==> src/design/tcw_pkg.sv <==
// Shared types and constants for the text console character writer.
`timescale 1ns / 1ps

package tcw_pkg;

   // Default screen geometry and tab spacing.
   localparam int DEFAULT_SCREEN_WIDTH  = 80;
   localparam int DEFAULT_SCREEN_HEIGHT = 25;
   localparam int DEFAULT_TAB_STOP      = 8;

   // Fixed widths of the transfer fields.
   localparam int OPERATION_W     = 2;
   localparam int CHAR_W          = 8;
   localparam int COLUMN_IN_W     = 7;
   localparam int ROW_IN_W        = 5;
   localparam int CURSOR_OFFSET_W = 11;
   localparam int CURSOR_COLUMN_W = 7;
   localparam int CURSOR_ROW_W    = 5;
   localparam int ATTR_W          = 8;
   localparam int CELL_W          = CHAR_W + ATTR_W;

   // Character codes with special meaning, and the reset attribute.
   localparam logic [CHAR_W-1:0] CHAR_NEWLINE = 8'd10;
   localparam logic [CHAR_W-1:0] CHAR_TAB     = 8'd9;
   localparam logic [CHAR_W-1:0] CHAR_SPACE   = 8'd32;
   localparam logic [ATTR_W-1:0] ATTR_RESET   = 8'd7;

   // Operation codes of a request.
   typedef enum logic [OPERATION_W-1:0] {
      OP_PRINT = 2'd0,
      OP_SET   = 2'd1,
      OP_CLEAR = 2'd2,
      OP_READ  = 2'd3
   } op_type;

   // Request payload.
   typedef struct packed {
      logic [OPERATION_W-1:0] operation;
      logic [CHAR_W-1:0]      char_code;
      logic [COLUMN_IN_W-1:0] column;
      logic [ROW_IN_W-1:0]    row;
   } req_type;

   // Response payload.
   typedef struct packed {
      logic [CURSOR_OFFSET_W-1:0] cursor_offset;
      logic [CURSOR_COLUMN_W-1:0] cursor_column;
      logic [CURSOR_ROW_W-1:0]    cursor_row;
      logic [CHAR_W-1:0]          cell_char;
      logic [ATTR_W-1:0]          cell_attr;
   } rsp_type;

   // Commands from the controller to the datapath.
   typedef struct packed {
      logic load_item;
      logic fill_step;
      logic fill_reset_attr;
      logic scroll_step;
      logic print_write;
      logic newline;
      logic mod_init;
      logic mod_step;
      logic tab_add;
      logic norm_step;
      logic set_cursor;
      logic read_cell;
      logic load_result;
   } cmd_type;

   // Status from the datapath to the controller.
   typedef struct packed {
      op_type op;
      logic   is_newline;
      logic   is_tab;
      logic   fill_last;
      logic   scroll_last;
      logic   col_over;
      logic   row_over;
      logic   result_free;
   } status_type;

endpackage

==> src/design/tcw_ctrl.sv <==
// Controller state machine that sequences every request through the datapath.
`timescale 1ns / 1ps

module tcw_ctrl (
   input  logic                clock,
   input  logic                reset,
   input  logic                req_valid,
   output logic                req_ready,
   input  tcw_pkg::status_type status,
   output tcw_pkg::cmd_type    cmd
);
   import tcw_pkg::*;

   typedef enum logic [13:0] {
      ST_INIT     = 14'b00000000000001,
      ST_IDLE     = 14'b00000000000010,
      ST_DECODE   = 14'b00000000000100,
      ST_PRINT    = 14'b00000000001000,
      ST_NEWLINE  = 14'b00000000010000,
      ST_TAB_MOD  = 14'b00000000100000,
      ST_TAB_ADD  = 14'b00000001000000,
      ST_TAB_NORM = 14'b00000010000000,
      ST_CHECK    = 14'b00000100000000,
      ST_SCROLL   = 14'b00001000000000,
      ST_CLEAR    = 14'b00010000000000,
      ST_READ     = 14'b00100000000000,
      ST_SETPOS   = 14'b01000000000000,
      ST_DONE     = 14'b10000000000000
   } state_type;

   state_type state_ff;
   state_type state_in;

   // State register; reset starts the clearing pass over the cell store.
   always_ff @(posedge clock) begin
      if (reset) begin
         state_ff <= ST_INIT;
      end else begin
         state_ff <= state_in;
      end
   end

   // Next state and command decode.
   always_comb begin
      state_in  = state_ff;
      cmd       = '0;
      req_ready = 1'b0;
      case (state_ff)
         ST_INIT: begin
            cmd.fill_step       = 1'b1;
            cmd.fill_reset_attr = 1'b1;
            if (status.fill_last) begin
               state_in = ST_IDLE;
            end
         end
         ST_IDLE: begin
            req_ready = 1'b1;
            if (req_valid) begin
               cmd.load_item = 1'b1;
               state_in      = ST_DECODE;
            end
         end
         ST_DECODE: begin
            case (status.op)
               OP_PRINT: begin
                  if (status.is_newline) begin
                     state_in = ST_NEWLINE;
                  end else if (status.is_tab) begin
                     cmd.mod_init = 1'b1;
                     state_in     = ST_TAB_MOD;
                  end else begin
                     state_in = ST_PRINT;
                  end
               end
               OP_SET:   state_in = ST_SETPOS;
               OP_CLEAR: state_in = ST_CLEAR;
               OP_READ:  state_in = ST_READ;
               default:  state_in = ST_DONE;
            endcase
         end
         ST_PRINT: begin
            cmd.print_write = 1'b1;
            state_in        = ST_CHECK;
         end
         ST_NEWLINE: begin
            cmd.newline = 1'b1;
            state_in    = ST_CHECK;
         end
         ST_TAB_MOD: begin
            cmd.mod_step = 1'b1;
            state_in     = ST_TAB_ADD;
         end
         ST_TAB_ADD: begin
            cmd.tab_add = 1'b1;
            state_in    = ST_TAB_NORM;
         end
         ST_TAB_NORM: begin
            cmd.norm_step = 1'b1;
            if (!status.col_over) begin
               state_in = ST_CHECK;
            end
         end
         ST_CHECK: begin
            state_in = status.row_over ? ST_SCROLL : ST_DONE;
         end
         ST_SCROLL: begin
            cmd.scroll_step = 1'b1;
            if (status.scroll_last) begin
               state_in = ST_DONE;
            end
         end
         ST_CLEAR: begin
            cmd.fill_step = 1'b1;
            if (status.fill_last) begin
               state_in = ST_DONE;
            end
         end
         ST_READ: begin
            cmd.read_cell = 1'b1;
            state_in      = ST_DONE;
         end
         ST_SETPOS: begin
            cmd.set_cursor = 1'b1;
            state_in       = ST_DONE;
         end
         ST_DONE: begin
            // Wait here only while the previous response is still unclaimed.
            if (status.result_free) begin
               cmd.load_result = 1'b1;
               state_in        = ST_IDLE;
            end
         end
         default: begin
            state_in = ST_IDLE;
         end
      endcase
   end

endmodule

==> config.mk <==
export PLATFORM = sky130hd
export DESIGN_NAME = tcw_ctrl
export DESIGN_NICKNAME = d
export VERILOG_FILES = /design/src/design/tcw_pkg.sv /design/src/design/tcw_ctrl.sv
export SDC_FILE = /design/constraint.sdc
export NUM_CORES = 1
export LEC_CHECK = 0
export ABC_AREA = 1
export BUFFER_PORTS_ARGS = -buffer_cell sky130_fd_sc_hd__buf_4
export CELL_PAD_IN_SITES_DETAIL_PLACEMENT = 1
export CELL_PAD_IN_SITES_GLOBAL_PLACEMENT = 2
export CORE_AREA = 2 2 90 57
export CTS_BUF_LIST = sky130_fd_sc_hd__clkbuf_8 sky130_fd_sc_hd__clkbuf_16
export CTS_CLUSTER_SIZE = 8
export DETAILED_ROUTE_END_ITERATION = 6
export DIE_AREA = 0 0 92 59
export HOLD_SLACK_MARGIN = 0.12
export PLACE_DENSITY = 0.74
export SLEW_MARGIN = 20
export SYNTH_ARGS = -nofsm -noshare
export SYNTH_HDL_FRONTEND = slang
export SYNTH_SLANG_ARGS = --single-unit
==> constraint.sdc <==
create_clock -name clock -period 1.44 [get_ports clock]
set_input_delay 0.288 -clock clock [delete_from_list [all_inputs] [get_ports clock]]
set_output_delay 0.288 -clock clock [all_outputs]
set_load 0.1 [all_outputs]
---- Word level (Yosys, flattened, before mapping) ----
Cells that the tools add are included.
cells by class
  equal/unequal tests ..................... 23
  mux-type cells .......................... 30
  reductions and logical operators ........ 5
operators with widths
  cell                    number
  $pmux W14 S12           1
  $mux W14                7
  $pmux W14 S4            1
  $mux W1                 19
  $eq A14 B1 Y1 const B   1
  $eq A14 B10 Y1 const B  1
  $eq A14 B11 Y1 const B  1
  $eq A14 B12 Y1 const B  1
  $eq A14 B13 Y1 const B  1
  $eq A14 B14 Y1 const B  1
  $eq A14 B2 Y1 const B   1
  $eq A14 B3 Y1 const B   1
  $eq A14 B4 Y1 const B   1
  $eq A14 B5 Y1 const B   1
  $eq A14 B6 Y1 const B   1
  $eq A14 B7 Y1 const B   1
  $eq A14 B8 Y1 const B   1
  $eq A14 B9 Y1 const B   1
  $mux W6                 2
  $ne A2 B2 Y1 const B    6
  $reduce_and A6 Y1       1
  $reduce_or A2 Y1        3
  $eq A2 B2 Y1 const B    2
  $eq A2 B1 Y1 const B    1
  $logic_not A2 Y1        1
storage, ports and cells
  logic and storage cells ................. 59
  register bits ........................... 14
  input bits .............................. 12
  output and inout bits ................... 14

---- Longest topological paths before layout ----
  depth after elaboration ................. 4
  depth in mapped cells ................... 11
  depth with buffers taken out ............ 11

---- Worst setup path before layout ----
No wires, ideal clock.
  kind .................................... flip-flop to output port
  start point ............................. register state_ff[2]
  end point ............................... output cmd[0] in the netlist's numbering
  setup slack ............................. -2.537 ns
  buffers on the path ..................... 1
  data required time ...................... 1.152 ns
  stages on the path, launching flop included .. 7
  data arrival time ....................... 3.689 ns
  path through ............................ dfxtp_1 -> nor2_2 -> nand2_2 -> nor2_4 -> buf_6 -> inv_1 -> nor4_1
RTL lines
  element                   line            RTL
  start: declaration        tcw_ctrl.sv:31  state_type state_ff;
  start signal: assignment  tcw_ctrl.sv:39  state_ff <= state_in;
  end: declaration          tcw_ctrl.sv:10  output tcw_pkg::cmd_type cmd

==> results.txt <==
The number of antenna diodes in the final layout is 0. The mean area per synthesized cell works out to 6.02 um^2. Setup repair after global routing could not meet its margin everywhere.

For this block, the routed nets add up to 5.42 mm of wire. Excluding fillers, the count of instances in the completed layout stands at 334. In the final layout, the registers with the most flip-flops are state_ff x14. The detailed router finished its first iteration with 87 violations.

The effective utilization at floorplan came out at 23.9%. The minimum clock period is 1990 ps, and the total global routing track utilization is 19.7%. Between clock sinks in the finished design, the worst skew comes to 3.21 ps.

Along the worst path, the maximum fanout reaches 4. The clock network latency to the later pin of the worst-skew pair was 250 ps; the worst setup timing slack at the placement stage was -377 ps. After the last flow step, the layout net total stands at 284. Entering global routing, the biggest net connects 10 pins. Detailed routing inserted a total of 1551 vias.

The headroom to the max-slew limit was 75.4%; the number of setup violations in the final report was 24. The element type at the critical path start is a register. The number of flip-flops under the largest register name is 14. The dominant delay contributor by cell family on the critical path is simple AND/OR/NAND/NOR gates.

In this run the standard cell core region covers 4520 um^2. The number of buffers added by the clock tree synthesis step is 3. The most used flip-flop cell after synthesis is sky130_fd_sc_hd__dfxtp_1. Number of clock sinks: 14. For the routability congestion estimate, the log shows 0.853. During placement, the flow inserted port buffers numbering 25. The total count of max-transition violations in the final report was 0. The tools report the area of the mapped netlist as 1080 um^2.

The count of warnings emitted by yosys is 0, and the number of storage elements in the synthesis netlist is 14. For the detailed placer's ending HPWL, the log shows 3.72 mm. The data arrival time of the critical path was 1700 ps; the max-capacitance violation count was 0. The fraction of final layout cells with drive strength greater than 1 was 63.1%. The floorplan step defined a die boundary enclosing 5430 um^2. The clock transition time at the flip-flop clock pins of the worst setup and hold paths was 60 ps. Buffer and inverter count on the worst path: 3. After floorplanning, the core was divided into 19 placement rows. The first-pass GRT wire length came out at 7.98 mm. The netlist uses 20 different library cells. Counting flops with an async set or reset pin after synthesis yields a share of 0%.

The depth of the CTS H-tree is 1, and the die width is 92 um. The critical path in this run is classified as reg -> out. No sink is reached through more buffers than the 2 on the longest clock path.

In the finished design, the share of the clock period the worst path needs comes to 138%. Top-level I/O count: 26. Traced cell by cell, the critical path runs through buf_6, nor2_4, nand2_4, nor2_4, inv_1, nor4_4, buf_6. The number of global-route vias before repair was 1592; the number of antenna violations at the first check in global routing was 0. The final count of hold timing violations is 0, and the ratio of routed vias to standard cells is 4.64.

The largest register by flop count was state_ff. The y dimension of the die came out at 59 um. The synthesized design contains 0 enable-type register cells.

From synthesis to final layout, the design area changed by 125%. The transition time of the tightest slew-check pin was 368 ps. The number of optimization iterations in the first detailed-route pass is 4, and the power density relative to cell area is 657 nW/um^2.

The tools report the antenna violation net count after detailed routing as 0. The tightest min-delay check is of the in -> reg type. Clock tree synthesis selected as its root buffer the cell sky130_fd_sc_hd__clkbuf_8. Counting tap cells, the placed design contains a total of 312 instances.

The number of nets in the synthesized netlist is 191. STA classifies the critical path endpoint as an output port. Summed over all cells, the static leakage comes to 0.00107 uW.

The flow ran to the end, but the final reports show violations. The final reports fail on negative setup slack. The maximum resistive drop on vdd is 349 uV, and the setup TNS is -8990 ps. Among all stages on the critical path, the largest delay is contributed by sky130_fd_sc_hd__dfxtp_2. TritonCTS built the clock tree.

Sequential elements use 26.0% of the synthesized area. Static timing analysis puts the maximum clock frequency at 0.503 GHz. The tools report the sum of internal, switching and leakage power as 1590 uW. Synthesis handed over a netlist of 179 instances.

Global routing finished with a remaining overflow of 0. In the routed design, unresolved DRC markers number 0. For the worst setup path, the data required time is 1150 ps. After detailed routing, the average wire length per cell comes to 16.2 um. Post-route worst setup slack: -549 ps. The delay of the slowest cell on the worst path is 330 ps.
-- path summary, 6_finish.rpt --
check,start,to,slack (ps),cells after the start
worst max-delay path,state_ff[2],cmd[0],-550,7
worst min-delay path,status[5],state_ff[3],200,2
worst max register to register,state_ff[2],state_ff[6],-340,15
worst min register to register,state_ff[10],state_ff[10],660,3
-- cells in the mapped netlist (3+ instances only) --
cell                      instances  area share, %
sky130_fd_sc_hd__nand3_1         25             12
sky130_fd_sc_hd__a21oi_1          4            1.9
sky130_fd_sc_hd__nor2_2           6            3.5
sky130_fd_sc_hd__nor2_4           3            3.1
sky130_fd_sc_hd__nor3_1          10            4.6
sky130_fd_sc_hd__inv_1           34             12
sky130_fd_sc_hd__nand2_1         27            9.4
sky130_fd_sc_hd__nor4_1           4            2.3
sky130_fd_sc_hd__nor2_1          27            9.4
sky130_fd_sc_hd__nand2_2          8            4.6
sky130_fd_sc_hd__dfxtp_1         14             26
sky130_fd_sc_hd__o21ai_0          4            1.9
-- repair_timing --
item / 4_1_cts / 5_1_grt
pin swaps: 12 / 11
buffers inserted: 8 / 10
gates resized for setup: 68 / 14
setup endpoints to repair: 25 / 25
hold buffers: 0 / 0
-- cells by family after synthesis --
| group | count (synthesis) | synth area share [%] |
|---|---|---|
| AO/OA/AOI/OAI | 9 | 4.53 |
| buffers and inverters | 39 | 15.3 |
| flip-flops | 14 | 26.0 |
| AND/OR/NAND/NOR | 117 | 54.1 |
-- power by group --
| group | total (uW) | internal (uW) | switching, uW |
|---|---|---|---|
| logic | 835 | 342 | 493 |
| registers | 416 | 401 | 15.8 |
| clock network | 341 | 189 | 152 |
-- metrics by stage --
step / area, um^2 / hold WS, ps / utilization [%]
final: 2420 / 199 / 53.7
after global routing: 2420 / 195 / 53.7
after CTS: 2290 / 195 / 50.7
after detailed placement: 1930 / 481 / 42.7
after global placement: 1930 / 478 / 42.7
after floorplan: 1320 / 365 / -
-- layer usage --
metal | GRT usage (%) | vias to the layer above | part of all wire, %
met2 | 34.7 | 37 | 53
met4 | 5.76 | 0 | 1.3
met3 | 2.80 | 6 | 5.0
li1 | - | 752 | -
met5 | 0 | - | 0
met1 | 25.7 | 756 | 40
-- area by class of cell --
| cell class | count | area, um^2 |
|---|---|---|
| inverter | 36 | 164 |
| tap | 63 | 78.8 |
| timing repair buffer | 91 | 877 |
| clock inverter | 1 | 3.75 |
| fill | 546 | 2090 |
| clock buffer | 3 | 41.3 |
| sequential | 14 | 300 |
| multi-input combinational | 126 | 958 |
-- placed cells by master, fill, tap and decap left out, types with 2 or more instances in the layout --
cell type and count:
sky130_fd_sc_hd__buf_4 66, sky130_fd_sc_hd__inv_1 26, sky130_fd_sc_hd__nand2_1 21, sky130_fd_sc_hd__nor2_1 20, sky130_fd_sc_hd__nand3_1 17, sky130_fd_sc_hd__buf_6 13, sky130_fd_sc_hd__nor2_4 11, sky130_fd_sc_hd__buf_12 11
sky130_fd_sc_hd__dfxtp_2 10, sky130_fd_sc_hd__nand3_2 7, sky130_fd_sc_hd__nand2_4 6, sky130_fd_sc_hd__nand2_2 6, sky130_fd_sc_hd__nor2_2 5, sky130_fd_sc_hd__nor3_4 5, sky130_fd_sc_hd__clkinvlp_4 5, sky130_fd_sc_hd__inv_4 4
sky130_fd_sc_hd__o21ai_0 4, sky130_fd_sc_hd__nand3_4 3, sky130_fd_sc_hd__nor4_4 3, sky130_fd_sc_hd__nand2_8 3, sky130_fd_sc_hd__nor3_1 3, sky130_fd_sc_hd__a21oi_2 3, sky130_fd_sc_hd__clkbuf_8 3, sky130_fd_sc_hd__nand4_1 2
sky130_fd_sc_hd__nand3b_1 2, sky130_fd_sc_hd__nor3_2 2, sky130_fd_sc_hd__a21oi_1 2, sky130_fd_sc_hd__dfxtp_4 2, sky130_fd_sc_hd__dfxtp_1 2
No activity file was read; power rests on OpenSTA's default activity.
